`config.mk`:
```
export PLATFORM = sky130hd
export DESIGN_NAME = arm64_subset_opcode_decoder
export DESIGN_NICKNAME = d
export VERILOG_FILES = /design/src/rtl/core/a64dec_pkg.sv /design/src/rtl/core/a64dec_decode.sv /design/src/rtl/core/arm64_subset_opcode_decoder.sv
export SDC_FILE = /design/constraint.sdc
export NUM_CORES = 1
export LEC_CHECK = 0
export ABC_AREA = 1
export ABC_CLOCK_PERIOD_IN_PS = 3800
export BUFFER_PORTS_ARGS = -buffer_cell sky130_fd_sc_hd__buf_4
export CELL_PAD_IN_SITES_DETAIL_PLACEMENT = 1
export CELL_PAD_IN_SITES_GLOBAL_PLACEMENT = 2
export CORE_MARGIN = 3
export CORE_UTILIZATION = 34
export DETAILED_ROUTE_END_ITERATION = 8
export PLACE_DENSITY_LB_ADDON = 0.12
export SYNTH_ARGS = -nofsm -noshare
export SYNTH_HDL_FRONTEND = slang
export SYNTH_SLANG_ARGS = --single-unit
```
`constraint.sdc`:
```
create_clock -name clk_i -period 3.8 [get_ports clk_i]
set_input_delay 0.57 -clock clk_i [delete_from_list [all_inputs] [get_ports clk_i]]
set_output_delay 0.57 -clock clk_i [all_outputs]
set_load 0.02 [all_outputs]
```
`src/rtl/core/a64dec_pkg.sv`:
```
// Package for the AArch64 subset decoder: operation codes and match constants.
package a64dec_pkg;

  localparam int unsigned OpW = 6;

  // Dense operation codes, numbered in priority order of the decode checks
  typedef enum logic [OpW-1:0] {
    OP_UNKNOWN = 6'd0,
    OP_HLT     = 6'd1,
    OP_B       = 6'd2,
    OP_BR      = 6'd3,
    OP_LSR     = 6'd4,
    OP_LSL     = 6'd5,
    OP_MOVZ    = 6'd6,
    OP_ADDI    = 6'd7,
    OP_ADDSI   = 6'd8,
    OP_CMPI    = 6'd9,
    OP_SUBSI   = 6'd10,
    OP_BEQ     = 6'd11,
    OP_BNE     = 6'd12,
    OP_BGE     = 6'd13,
    OP_BLT     = 6'd14,
    OP_BGT     = 6'd15,
    OP_BLE     = 6'd16,
    OP_CBZ     = 6'd17,
    OP_CBNZ    = 6'd18,
    OP_ADDX    = 6'd19,
    OP_ADDSX   = 6'd20,
    OP_CMPX    = 6'd21,
    OP_SUBSX   = 6'd22,
    OP_ANDS    = 6'd23,
    OP_EOR     = 6'd24,
    OP_ORR     = 6'd25,
    OP_MUL     = 6'd26,
    OP_STUR    = 6'd27,
    OP_STURB   = 6'd28,
    OP_STURH   = 6'd29,
    OP_LDUR    = 6'd30,
    OP_LDURB   = 6'd31,
    OP_LDURH   = 6'd32
  } op_e;

  // Fixed-field match patterns
  localparam logic [10:0] HltTop11   = 11'h6A2;
  localparam logic [5:0]  BTop6      = 6'h05;
  localparam logic [21:0] BrMid22    = 22'h3587C0;
  localparam logic [9:0]  UbfmTop10  = 10'h34D;
  localparam logic [8:0]  MovzTop9   = 9'h1A5;
  localparam logic [5:0]  ImmsAll    = 6'h3F;
  localparam logic [4:0]  RegZr      = 5'h1F;

  // Opcode byte, bits 31:24
  localparam logic [7:0] TopAddI  = 8'h91;
  localparam logic [7:0] TopAddsI = 8'hB1;
  localparam logic [7:0] TopSubsI = 8'hF1;
  localparam logic [7:0] TopBCond = 8'h54;
  localparam logic [7:0] TopCbz   = 8'hB4;
  localparam logic [7:0] TopCbnz  = 8'hB5;

  // Branch condition codes
  localparam logic [3:0] CondEq = 4'h0;
  localparam logic [3:0] CondNe = 4'h1;
  localparam logic [3:0] CondGe = 4'hA;
  localparam logic [3:0] CondLt = 4'hB;
  localparam logic [3:0] CondGt = 4'hC;
  localparam logic [3:0] CondLe = 4'hD;

  // Opcode field, bits 31:21
  localparam logic [10:0] TopAddX  = 11'h459;
  localparam logic [10:0] TopAddsX = 11'h559;
  localparam logic [10:0] TopSubsX = 11'h759;
  localparam logic [10:0] TopAnds  = 11'h750;
  localparam logic [10:0] TopEor   = 11'h650;
  localparam logic [10:0] TopOrr   = 11'h550;
  localparam logic [10:0] TopMul   = 11'h1B7;
  localparam logic [10:0] TopStur  = 11'h7C0;
  localparam logic [10:0] TopSturb = 11'h1C0;
  localparam logic [10:0] TopSturh = 11'h3C0;
  localparam logic [10:0] TopLdur  = 11'h7C2;
  localparam logic [10:0] TopLdurb = 11'h1C2;
  localparam logic [10:0] TopLdurh = 11'h3C2;

endpackage

```
`src/rtl/core/a64dec_decode.sv`:
```
// Combinational priority decode of one instruction word into an operation code.
module a64dec_decode (
  input  logic [31:0]      word_i,
  output a64dec_pkg::op_e  op_o
);

  logic [10:0] top11;
  logic [7:0]  top8;
  logic        rd_zr;
  logic [5:0]  immr;
  logic [5:0]  imms;
  logic [6:0]  imms_inc;
  logic        is_lsr;
  logic        is_lsl;
  a64dec_pkg::op_e bcond_op;
  a64dec_pkg::op_e reg_op;

  assign top11    = word_i[31:21];
  assign top8     = word_i[31:24];
  assign rd_zr    = (word_i[4:0] == a64dec_pkg::RegZr);
  assign immr     = word_i[21:16];
  assign imms     = word_i[15:10];
  assign imms_inc = {1'b0, imms} + 7'd1;

  // UBFM aliases
  assign is_lsr = (word_i[31:22] == a64dec_pkg::UbfmTop10) && (imms == a64dec_pkg::ImmsAll);
  assign is_lsl = (word_i[31:22] == a64dec_pkg::UbfmTop10) && (imms_inc == {1'b0, immr});

  // Conditional branch condition
  always_comb begin
    unique case (word_i[3:0])
      a64dec_pkg::CondEq: bcond_op = a64dec_pkg::OP_BEQ;
      a64dec_pkg::CondNe: bcond_op = a64dec_pkg::OP_BNE;
      a64dec_pkg::CondGe: bcond_op = a64dec_pkg::OP_BGE;
      a64dec_pkg::CondLt: bcond_op = a64dec_pkg::OP_BLT;
      a64dec_pkg::CondGt: bcond_op = a64dec_pkg::OP_BGT;
      a64dec_pkg::CondLe: bcond_op = a64dec_pkg::OP_BLE;
      default:            bcond_op = a64dec_pkg::OP_UNKNOWN;
    endcase
  end

  // Register, logical and load/store forms
  always_comb begin
    unique case (top11)
      a64dec_pkg::TopAddX:  reg_op = a64dec_pkg::OP_ADDX;
      a64dec_pkg::TopAddsX: reg_op = a64dec_pkg::OP_ADDSX;
      a64dec_pkg::TopSubsX: reg_op = rd_zr ? a64dec_pkg::OP_CMPX : a64dec_pkg::OP_SUBSX;
      a64dec_pkg::TopAnds:  reg_op = a64dec_pkg::OP_ANDS;
      a64dec_pkg::TopEor:   reg_op = a64dec_pkg::OP_EOR;
      a64dec_pkg::TopOrr:   reg_op = a64dec_pkg::OP_ORR;
      a64dec_pkg::TopMul:   reg_op = a64dec_pkg::OP_MUL;
      a64dec_pkg::TopStur:  reg_op = a64dec_pkg::OP_STUR;
      a64dec_pkg::TopSturb: reg_op = a64dec_pkg::OP_STURB;
      a64dec_pkg::TopSturh: reg_op = a64dec_pkg::OP_STURH;
      a64dec_pkg::TopLdur:  reg_op = a64dec_pkg::OP_LDUR;
      a64dec_pkg::TopLdurb: reg_op = a64dec_pkg::OP_LDURB;
      a64dec_pkg::TopLdurh: reg_op = a64dec_pkg::OP_LDURH;
      default:              reg_op = a64dec_pkg::OP_UNKNOWN;
    endcase
  end

  // Priority chain, first match wins
  always_comb begin
    if (top11 == a64dec_pkg::HltTop11) begin
      op_o = a64dec_pkg::OP_HLT;
    end else if (word_i[31:26] == a64dec_pkg::BTop6) begin
      op_o = a64dec_pkg::OP_B;
    end else if ((word_i[31:10] == a64dec_pkg::BrMid22) && (word_i[4:0] == 5'd0)) begin
      op_o = a64dec_pkg::OP_BR;
    end else if (is_lsr) begin
      op_o = a64dec_pkg::OP_LSR;
    end else if (is_lsl) begin
      op_o = a64dec_pkg::OP_LSL;
    end else if ((word_i[31:23] == a64dec_pkg::MovzTop9) && (word_i[22:21] == 2'd0)) begin
      op_o = a64dec_pkg::OP_MOVZ;
    end else if (top8 == a64dec_pkg::TopAddI) begin
      op_o = a64dec_pkg::OP_ADDI;
    end else if (top8 == a64dec_pkg::TopAddsI) begin
      op_o = a64dec_pkg::OP_ADDSI;
    end else if (top8 == a64dec_pkg::TopSubsI) begin
      op_o = rd_zr ? a64dec_pkg::OP_CMPI : a64dec_pkg::OP_SUBSI;
    end else if (top8 == a64dec_pkg::TopBCond) begin
      op_o = bcond_op;
    end else if (top8 == a64dec_pkg::TopCbz) begin
      op_o = a64dec_pkg::OP_CBZ;
    end else if (top8 == a64dec_pkg::TopCbnz) begin
      op_o = a64dec_pkg::OP_CBNZ;
    end else begin
      op_o = reg_op;
    end
  end

endmodule

```
`src/rtl/core/arm64_subset_opcode_decoder.sv`:
```
// Top level: input register, decode, result register with valid/stall handshake.
// An accepted input transaction passes through the input register, then the result register, to the outputs.
// Throughput: one transaction per cycle while out_stall_i is low; set by the single input-to-result register pair.
// A stalled result holds in the result register while the input register takes one more.
// Reset (rst_ni low, asynchronous) empties both stages; payload registers are not reset.
module arm64_subset_opcode_decoder (
  input  logic        clk_i,
  input  logic        rst_ni,
  input  logic        in_valid_i,
  output logic        in_stall_o,
  input  logic [31:0] instruction_word_i,
  output logic        out_valid_o,
  input  logic        out_stall_i,
  output logic [5:0]  operation_code_o,
  output logic [31:0] word_passthrough_o
);

  logic            in_vld_q;
  logic [31:0]     in_word_q;
  logic            res_vld_q;
  logic [31:0]     res_word_q;
  a64dec_pkg::op_e res_op_q;
  a64dec_pkg::op_e dec_op;
  logic            res_en;
  logic            in_en;

  // Stage enables: a stage loads when empty or when its contents move on
  assign res_en     = !res_vld_q || !out_stall_i;
  assign in_en      = !in_vld_q || res_en;
  assign in_stall_o = !in_en;

  // Input register
  always_ff @(posedge clk_i or negedge rst_ni) begin
    if (!rst_ni) begin
      in_vld_q <= 1'b0;
    end else if (in_en) begin
      in_vld_q <= in_valid_i;
    end
  end

  always_ff @(posedge clk_i) begin
    if (in_en && in_valid_i) begin
      in_word_q <= instruction_word_i;
    end
  end

  a64dec_decode u_decode (
    .word_i (in_word_q),
    .op_o   (dec_op)
  );

  // Result register
  always_ff @(posedge clk_i or negedge rst_ni) begin
    if (!rst_ni) begin
      res_vld_q <= 1'b0;
    end else if (res_en) begin
      res_vld_q <= in_vld_q;
    end
  end

  always_ff @(posedge clk_i) begin
    if (res_en && in_vld_q) begin
      res_op_q   <= dec_op;
      res_word_q <= in_word_q;
    end
  end

  assign out_valid_o        = res_vld_q;
  assign operation_code_o   = res_op_q;
  assign word_passthrough_o = res_word_q;

  // Stall only when the input stage is full and cannot drain
  a_stall_full: assert property (@(posedge clk_i) disable iff (!rst_ni)
    in_stall_o |-> (in_vld_q && res_vld_q && out_stall_i))
    else $error("input stalled while a stage could take data");

  // Accepted transaction lands in the input register
  a_accept_lands: assert property (@(posedge clk_i) disable iff (!rst_ni)
    (in_valid_i && !in_stall_o) |=> (in_vld_q && in_word_q == $past(instruction_word_i)))
    else $error("accepted transaction not captured");

  // Result code agrees with the carried word for halt
  a_hlt_match: assert property (@(posedge clk_i) disable iff (!rst_ni)
    (out_valid_o && res_op_q == a64dec_pkg::OP_HLT) |->
      (word_passthrough_o[31:21] == a64dec_pkg::HltTop11))
    else $error("HLT code with non-HLT word");

  // Codes stay within the defined range
  a_code_range: assert property (@(posedge clk_i) disable iff (!rst_ni)
    out_valid_o |-> (operation_code_o <= 6'(a64dec_pkg::OP_LDURH)))
    else $error("operation code out of range");

endmodule

```
==> impl_metrics.env, run 1 <==
export IMPL_place_hpwl_um=5600
export IMPL_setup_worst_path_end="in_word_q[19]$_DFFE_PP_"
export IMPL_layout_common_cells="buf_4, edfxtp_1, nand2_1, nor2_1, inv_1"
export IMPL_tightest_slew_ns=1.25
export IMPL_grt_pass1_vias=2400
export IMPL_async_flop_share_pct=2.78
export IMPL_critPathSlowestCell="inv_1"
export IMPL_syn_area_um2=3110
export IMPL_r2r_start="out_valid_o$_DFFE_PN0P_"
export IMPL_antenna_found_initial=0
export IMPL_portBuffers=75
export IMPL_vdd_drop_max_v=0.000214
export IMPL_ys_warn_count=0
export IMPL_synth_top_family_by_area="simple AND/OR/NAND/NOR gates"
export IMPL_post_route_drc_count=0
export IMPL_core_area_um2=8810
export IMPL_ys_types=26
export IMPL_synthFlopType="edfxtp_1"
export IMPL_area_growth_synth_to_final_pct=30.0
export IMPL_post_route_util_pct=45.9
export IMPL_root_buffer="clkbuf_8"
export IMPL_synth_compound_area_share_pct=2.05
export IMPL_die_h_um=102
export IMPL_via_per_inst=4.82
export IMPL_diodes=0
export IMPL_status="complete, no violations"
export IMPL_critPathKind="flop to flop"
export IMPL_fin_nets=390
export IMPL_vias=2240
export IMPL_synth_seq_cells=72
export IMPL_rsz0062_at_grt="false"
export IMPL_worstPathMaxFanout=32
export IMPL_cts_tree="done"
export IMPL_drv_cap=0
export IMPL_design_power_total_w=0.00188
export IMPL_p_leak_nw=1.68
export IMPL_skew_ns=0.0104
export IMPL_rows=34
export IMPL_rrSetupSlack_ns=1.78
export IMPL_track_usage_pct=15.6
export IMPL_die_w_um=102
export IMPL_cp_end_kind="flop"
export IMPL_first_pass_iters=6
export IMPL_synth_edf_count=70
export IMPL_ys_seq_area_share_pct=69.3
export IMPL_hold_violations=0
export IMPL_slew_viol_final=0
export IMPL_clock_path_buffers=2
export IMPL_synthCells=264
export IMPL_grt_max_degree=39
export IMPL_min_period_ns=2.02
export IMPL_synth_simple_area_share_pct=22.0
export IMPL_ios=76
export IMPL_power_density_nw_per_um2=464
export IMPL_final_common_cell="buf_4"
export IMPL_cts_setup_buffers=0
export IMPL_path_cells="nand2_1, nor2_1, inv_1, nand2_1, inv_1"
export IMPL_period_share_pct=53.1
export IMPL_htreeDepth=3
export IMPL_fill_cells=981
export IMPL_grt_pass1_wl_um=12000
export IMPL_insertion_delay_ns=0.35
export IMPL_ant_nets=0
export IMPL_muxShareOfSynthArea_pct=0
export IMPL_worstPathRequired_ns=3.75
export IMPL_r2r_end="in_word_q[19]$_DFFE_PP_"
export IMPL_syn_area_per_cell_um2=11.8
export IMPL_numClockSinks=72
export IMPL_drt_iter0_drc=105
export IMPL_synth_fp_nets=302
export IMPL_min_from="instruction_word_i[8]"
export IMPL_synth_fa_ha_area_share_pct=0.805
export IMPL_setup_viol=0
export IMPL_worst_ep_arrival_time_ns=1.97
export IMPL_wl_per_cell_um=15.8
export IMPL_synth_xor_area_share_pct=1.97
export IMPL_overflow=0
export IMPL_tns_ns=0
export IMPL_gp_congestion=0.864
export IMPL_die_area_um2=10300
export IMPL_clk_pin_slew_ns=0.08
export IMPL_min_path_type="input port to flop"
export IMPL_cts_buffers=9
export IMPL_critPathLaunch="out_valid_o$_DFFE_PN0P_"
export IMPL_rr_worst_depth=5
export IMPL_startpoint_type="flop"
export IMPL_routed_wl_um=7340
export IMPL_relSlewSlack_pct=16.5
export IMPL_start_util_pct=35.3
export IMPL_fmax_mhz=495
export IMPL_holdBufCountCts=1
export IMPL_critPathMaxStageDelay_ns=0.90
export IMPL_cts_resized=0
export IMPL_drive_gt1_share_pct=31.7
[per-stage QoR]
step                      hold slack [ns]  setup slack [ns]  cell area (um2)  std cells
after floorplan                     0.274             0.949             3110        264
after global placement              0.354              1.54             3820        448
after detailed placement            0.355              1.47             3820        448
after CTS                           0.376              1.71             4040        465
after global routing                0.371              1.58             4040        465
final                               0.395              1.78             4040        465
[worst max-delay path: cells and delay by family, from the launching register on]
family / cells / cell delay (ns)
AND/OR/NAND/NOR: 3 / 0.21
buffers and inverters: 2 / 0.97
flip-flops: 1 / 0.43
[worst min path at each step]
stage                         endpoint  slack (ns)  cells after the start
6_report        in_word_q[8]$_DFFE_PP_        0.39                      1
5_1_grt         in_word_q[7]$_DFFE_PP_        0.37                      1
4_1_cts         in_word_q[8]$_DFFE_PP_        0.38                      1
3_5_place_dp   out_valid_o$_DFFE_PN0P_        0.35                      1
3_3_place_gp      in_vld_q$_DFFE_PN0N_        0.35                      1
2_1_floorplan     in_vld_q$_DFFE_PN0N_        0.27                      0
[synthesized netlist by cell type, types with 3 or more instances]
cell,instances,share of area (%)
inv_2,6,0.72
nor2_4,3,1.1
nor3_1,11,1.8
nand3_1,24,3.9
inv_1,26,3.1
nand2_1,46,5.6
a21oi_1,4,0.64
nand4_1,12,2.4
edfxtp_1,70,68
nor2_1,32,3.9
xor2_1,5,1.4
nand2_2,4,0.81
[sequential cells by signal (all words and copies together), names as in the netlist]
register,flops
in_word_q,32
out_valid_o,1
operation_code_o,6
word_passthrough_o,32
in_vld_q,1
[where the power goes]
part           internal [W]  switching, W  total [W]  leakage (nW)
logic             0.0000987      0.000157   0.000255         0.888
clock network      0.000323      0.000295   0.000619        0.0989
registers          0.000959     0.0000426    0.00100         0.695
total               0.00138      0.000495    0.00188          1.68
[cells by family (layout without fill, tap and decap cells)]
family,Yosys count,after routing
compound gates,9,9
xor+xnor,7,7
fa+ha+maj,2,2
buf+inv,32,125
flops,72,72
simple gates,142,142
[per-layer routing]
metal / vias up / share of wire, % / GRT usage (%)
met4: 0 / 1.4 / 5.21
met5: - / 0 / 0
li1: 1100 / - / -
met3: 9 / 6.0 / 3.93
met2: 72 / 49 / 25.9
met1: 1059 / 44 / 19.9
[cell type report]
cell class	count	area, um2	area share [%]
repair buffers	77	581	14.4
multi-input cells	160	846	20.9
inverters	32	120	2.97
clock buffers	10	138	3.41
flip-flops and latches	72	2150	53.3
clock inverters	6	67.6	1.67
well taps	108	135	3.35
Power figures use the tool's default switching activity.
==> run 2, diff against run 1 <==
- ABC_AREA: 1 -> 0
- ABC_CLOCK_PERIOD_IN_PS: 3800 -> 2050
- CORE_UTILIZATION: 34 -> 36
- clock period: 3.8 -> 2.05 ns (I/O delays scaled with it)
==> impl_metrics.env, run 2 <==
export IMPL_fmax_mhz=516
export IMPL_rrSetupSlack_ns=0.11
export IMPL_first_pass_iters=4
export IMPL_gp_congestion=0.833
export IMPL_synth_compound_area_share_pct=7.21
export IMPL_core_area_um2=8380
export IMPL_htreeDepth=3
export IMPL_grt_pass1_wl_um=12600
export IMPL_synth_simple_area_share_pct=18.5
export IMPL_vias=2308
export IMPL_status="complete, no violations"
export IMPL_drt_iter0_drc=64
export IMPL_cp_num_buf_inv=0
export IMPL_period_share_pct=94.6
export IMPL_start_util_pct=37.7
export IMPL_muxShareOfSynthArea_pct=0.317
export IMPL_worst_ep_arrival_time_ns=2.11
export IMPL_min_path_type="input port to flop"
export IMPL_synth_edf_count=70
export IMPL_dp_cells=418
export IMPL_root_buffer="clkbuf_8"
export IMPL_synthCells=228
export IMPL_min_to="in_word_q[10]$_DFFE_PP_"
export IMPL_portBuffers=75
export IMPL_synthFlopType="edfxtp_1"
export IMPL_synthTopCellsByCount="edfxtp_1, nor2_1, nand3_1"
export IMPL_min_period_ns=1.94
export IMPL_rows=33
export IMPL_synth_xor_area_share_pct=2.50
export IMPL_syn_area_per_cell_um2=13.9
export IMPL_die_area_um2=9930
export IMPL_rr_worst_depth=5
export IMPL_p_leak_nw=1.62
export IMPL_place_hpwl_um=5590
export IMPL_ys_seq_area_share_pct=68.1
export IMPL_tns_ns=0
export IMPL_hold_violations=0
export IMPL_slew_viol_final=0
export IMPL_cts_tree="done"
export IMPL_critPathMaxStageDelay_ns=0.51
export IMPL_synth_most_common_cell="edfxtp_1"
export IMPL_async_flop_share_pct=2.78
export IMPL_routed_wl_um=7710
export IMPL_startpoint_type="flop"
export IMPL_path_cells="nand4b_1, nor4_4, o2111ai_1, or3_1, o2111ai_1"
export IMPL_clk_pin_slew_ns=0.09
export IMPL_synth_seq_cells=72
export IMPL_cp_end_kind="flop"
export IMPL_ant_nets=0
export IMPL_synth_top_area_cell="edfxtp_1"
export IMPL_insertion_delay_ns=0.35
export IMPL_worstPathRequired_ns=2.22
export IMPL_ios=76
export IMPL_ys_warn_count=0
export IMPL_ys_types=55
export IMPL_yosys_top_cells_area="edfxtp_1, nand3_1, nor2_1, xor2_1, dfrtp_1"
export IMPL_setup_viol=0
export IMPL_critPathLaunch="in_word_q[29]$_DFFE_PP_"
export IMPL_instances_no_fill=439
export IMPL_rsz0062_at_grt="false"
export IMPL_overflow=0
export IMPL_die_h_um=99.7
export IMPL_r2r_end="operation_code_o[2]$_SDFFCE_PP0P_"
export IMPL_final_common_cell="buf_4"
export IMPL_layout_common_cells="buf_4, edfxtp_1, nor2_1, nand3_1, nand2_1"
export IMPL_clock_path_buffers=2
export IMPL_relSlewSlack_pct=68.2
export IMPL_netlist_area_leader_share_pct=66.6
export IMPL_cts_buffers=9
export IMPL_min_from="instruction_word_i[10]"
export IMPL_worstPathMaxFanout=7
export IMPL_drive_gt1_share_pct=36.8
export IMPL_syn_area_um2=3160
export IMPL_synth_top_family_by_area="simple AND/OR/NAND/NOR gates"
export IMPL_fin_nets=367
export IMPL_crit_family="simple AND/OR/NAND/NOR gates"
export IMPL_antenna_found_initial=0
export IMPL_via_per_inst=5.26
export IMPL_hold_depth=1
export IMPL_synth_fp_nets=266
export IMPL_grt_max_degree=39
export IMPL_die_w_um=99.7
export IMPL_r2r_start="in_word_q[29]$_DFFE_PP_"
export IMPL_track_usage_pct=16.4
export IMPL_cp_common_cell="o2111ai_1"
export IMPL_grt_pass1_vias=2416
export IMPL_fill_cells=886
export IMPL_numClockSinks=72
export IMPL_critPathKind="flop to flop"
export IMPL_area_growth_synth_to_final_pct=34.4
export IMPL_power_density_nw_per_um2=819
export IMPL_synth_fa_ha_area_share_pct=0.792
export IMPL_vdd_drop_max_v=0.000385
export IMPL_skew_ns=0.0197
export IMPL_post_route_drc_count=0
export IMPL_tightest_slew_ns=0.470
export IMPL_critPathSlowestCell="edfxtp_1"
export IMPL_wl_per_cell_um=17.6
export IMPL_diodes=0
export IMPL_drv_cap=0
[run 2: cell count changes in the layout (fill, tap and decap cells not counted), moves of 6 or more]
cell,before,now
buf_4,76,99
inv_1,26,7
inv_2,6,0
nand2_1,46,12
nand2b_1,0,6
nand3_1,24,13
nand4_1,12,3
nor2_1,32,14
nor3_1,11,3
[run 2: routing by layer]
layer  share of wire, %  global-route usage (%)
met1                 42                    20.2
met2                 49                    27.4
met5                  0                       0
met3                6.3                    4.00
met4                2.0                    6.83
[run 2: logic make-up after synthesis]
logic type                 count (synthesis)
AOI/OAI and AO/OA                         32
xor gates and xnor gates                   9
adders and majority gates                  2
buffers and inverters                     18
DFF                                       72
muxes                                      1
and+or+nand+nor                           94
[run 2: cell type report]
cell class,count,area [um2],area share (%)
clock buffers,11,131,3.10
clock inverters,5,82.6,1.95
inverters,7,26.3,0.619
multi-input cells,138,946,22.3
flip-flops and latches,72,2150,50.7
well taps,105,131,3.10
repair buffers,101,773,18.2
[run 2: power by group]
| group | leakage (nW) | switching [W] | internal [W] |
|---|---|---|---|
| registers | 0.696 | 0.0000649 | 0.00174 |
| logic | 0.818 | 0.000241 | 0.000205 |
| clock network | 0.107 | 0.000536 | 0.000689 |
[run 2: metrics by stage]
stage               worst slack (ns)  power [W]  util (%)  instance area, um2  hold WS (ns)
floorplan                     0.0684    0.00204         -                3160        0.0119
global route                  0.0185    0.00362      50.6                4240         0.114
global placement               0.177    0.00227      47.5                3980        0.0927
finish                         0.111    0.00347      50.6                4240         0.129
detailed placement            0.0712    0.00228      47.5                3980        0.0941
CTS                           0.0400    0.00352      50.2                4200         0.117
[run 2: worst max path at each step]
stage                     slack (ns)                           endpoint  cells after the start
after CTS                       0.04  operation_code_o[2]$_SDFFCE_PP0P_                      5
after global routing            0.02  operation_code_o[2]$_SDFFCE_PP0P_                      6
after global placement          0.18  operation_code_o[2]$_SDFFCE_PP0P_                      6
after detailed placement        0.07  operation_code_o[2]$_SDFFCE_PP0P_                      5
after floorplan                 0.07  operation_code_o[0]$_SDFFCE_PP1P_                      1
final                           0.11  operation_code_o[2]$_SDFFCE_PP0P_                      5
[run 2: timing repair]
action,4_1_cts,5_1_grt
setup buffers,0,4
hold buffers,1,0
endpoints found under the setup margin,0,2
endpoints found under the hold margin,2,0
gates resized for setup,0,1
==> run 3, diff against run 2 <==
- ABC_AREA: 0 -> 1
- CORE_UTILIZATION: 36 -> 34
==> impl_metrics.env, run 3 (synthesis results as in run 1) <==
export IMPL_stdcell_area_um2=4080
export IMPL_clk_pin_slew_ns=0.08
export IMPL_insertion_delay_ns=0.34
export IMPL_cts_tree="done"
export IMPL_worstPathMaxFanout=6
export IMPL_min_period_ns=1.81
export IMPL_relSlewSlack_pct=70.0
export IMPL_placed_area_um2=3840
export IMPL_fin_nets=392
export IMPL_period_share_pct=88.2
export IMPL_routed_wl_um=7720
export IMPL_grt_max_degree=33
export IMPL_gp_congestion=0.918
export IMPL_seq_power_share_pct=51.3
export IMPL_critPathMaxStageDelay_ns=0.50
export IMPL_fill_cells=969
export IMPL_worstPathRequired_ns=2.14
export IMPL_die_area_um2=10300
export IMPL_htreeDepth=3
export IMPL_status="complete, no violations"
export IMPL_power_share_clock_pct=35.2
export IMPL_min_path_type="input port to flop"
export IMPL_wl_met3_um=470
export IMPL_tightest_slew_ns=0.450
export IMPL_die_h_um=102
export IMPL_cts_setup_buffers=0
export IMPL_r2r_start="in_word_q[27]$_DFFE_PP_"
export IMPL_top_layer="met4"
export IMPL_rsz0062_at_grt="false"
export IMPL_critPathKind="flop to flop"
export IMPL_first_pass_iters=4
export IMPL_layout_common_cells="buf_4, edfxtp_1, nand2_1, nor2_1, inv_1"
export IMPL_core_area_um2=8810
export IMPL_hold_depth=1
export IMPL_wl_met1_um=3480
export IMPL_p_switching_w=0.000927
export IMPL_skew_ns=0.0113
export IMPL_place_hpwl_um=5840
export IMPL_p_leak_nw=1.71
export IMPL_final_common_cell="buf_4"
export IMPL_clock_path_buffers=2
export IMPL_setup_viol=0
export IMPL_root_buffer="clkbuf_8"
export IMPL_critPathLaunch="in_word_q[27]$_DFFE_PP_"
export IMPL_numClockSinks=72
export IMPL_pwr_share_comb_pct=13.5
export IMPL_wl_per_cell_um=16.5
export IMPL_worst_ep_arrival_time_ns=1.90
export IMPL_startpoint_type="flop"
export IMPL_cts_buffers=9
export IMPL_grt_pass1_vias=2413
export IMPL_hold_violations=0
export IMPL_ios=76
export IMPL_area_growth_synth_to_final_pct=31.2
export IMPL_post_route_drc_count=0
export IMPL_via_per_inst=4.84
export IMPL_overflow=0
export IMPL_start_util_pct=35.3
export IMPL_die_w_um=102
export IMPL_cp_common_cell="nand2_1"
export IMPL_power_density_nw_per_um2=887
export IMPL_ant_nets=0
export IMPL_drt_iter0_drc=75
export IMPL_slew_viol_final=0
export IMPL_vdd_drop_max_v=0.000475
export IMPL_portBuffers=75
export IMPL_drive_gt1_share_pct=32.0
export IMPL_wl_met2_um=3740
export IMPL_vias=2260
export IMPL_tns_ns=0
export IMPL_p_int_w=0.00269
export IMPL_cp_end_kind="flop"
export IMPL_track_usage_pct=16.1
export IMPL_critPathSlowestCell="edfxtp_1"
export IMPL_antenna_found_initial=0
export IMPL_rr_worst_depth=6
export IMPL_drv_cap=0
export IMPL_diodes=0
export IMPL_path_cells="nor2_1, nand2_1, nor3_4, o2111ai_1, nand2_1, nand3_2"
export IMPL_power_share_switching_pct=25.6
export IMPL_grt_pass1_wl_um=12400
export IMPL_min_from="instruction_word_i[9]"
export IMPL_fmax_mhz=553
export IMPL_rows=34
## run 3: cell count changes in the layout (fill, tap and decap cells not counted), sizes merged, moves of 6 or more
cell and change:
nor4 -6, nor3 +8, buf -22, nor2 +23, nand2b -6, inv +27
nand4 +9, nand2 +38, nand3 +13
## run 3: layout make-up
| class | instances | area (um2) | area share [%] |
|---|---|---|---|
| clock buffer | 10 | 138 | 3.38 |
| clock inverter | 6 | 90.1 | 2.21 |
| inverter | 32 | 120 | 2.95 |
| multi-input combinational | 160 | 846 | 20.7 |
| sequential | 72 | 2150 | 52.8 |
| tap | 108 | 135 | 3.31 |
| timing repair buffer | 79 | 596 | 14.6 |
## run 3: worst max-delay path, delay by kind of cell (launching register included)
kind / cells / cell delay, ns
AND/OR/NAND/NOR: 5 / 0.90
AO/OA/AOI/OAI: 1 / 0.17
flip-flops: 1 / 0.50
## run 3: power groups by stage
stage	sequential [W]	clock, W	combinational [W]
after floorplan	0.00197	0	0.000160
after global placement	0.00188	0	0.000486
after detailed placement	0.00189	0	0.000494
after CTS	0.00186	0.00132	0.000497
after global routing	0.00187	0.00139	0.000530
final	0.00186	0.00127	0.000487
## run 3: through the flow
step / worst slack [ns] / total power, W / utilization, % / cells / hold WS (ns)
after floorplan: 0.0671 / 0.00213 / - / 264 / 0.0119
after global routing: 0.0705 / 0.00379 / 46.3 / 467 / 0.102
final: 0.241 / 0.00362 / 46.3 / 467 / 0.135
after global placement: 0.196 / 0.00237 / 43.6 / 450 / 0.0898
after CTS: 0.226 / 0.00368 / 46.3 / 467 / 0.113
after detailed placement: 0.245 / 0.00238 / 43.6 / 450 / 0.0909
## run 3: per-layer routing
metal  global-route usage, %  vias to the layer above
met2                    26.2                       66
met4                    4.60                        0
met1                    20.9                     1090
met3                    4.82                        2
met5                       0                        -
li1                        -                     1102
## run 3: repair_timing
action | CTS | global route
hold buffers | 1 | 0
setup endpoints to repair | 0 | 0
endpoints found under the hold margin | 2 | 0
resized for setup | 0 | 0
## run 3: worst paths after layout
path                                                     end  slack [ns]
max                        operation_code_o[2]$_SDFFCE_PP0P_        0.24
min                                   in_word_q[9]$_DFFE_PP_        0.14
max reg2reg                operation_code_o[2]$_SDFFCE_PP0P_        0.24
min reg2reg                  word_passthrough_o[5]$_DFFE_PP_        0.42
max in group asynchronous            out_valid_o$_DFFE_PN0P_        1.69
min in group asynchronous               in_vld_q$_DFFE_PN0N_        0.27
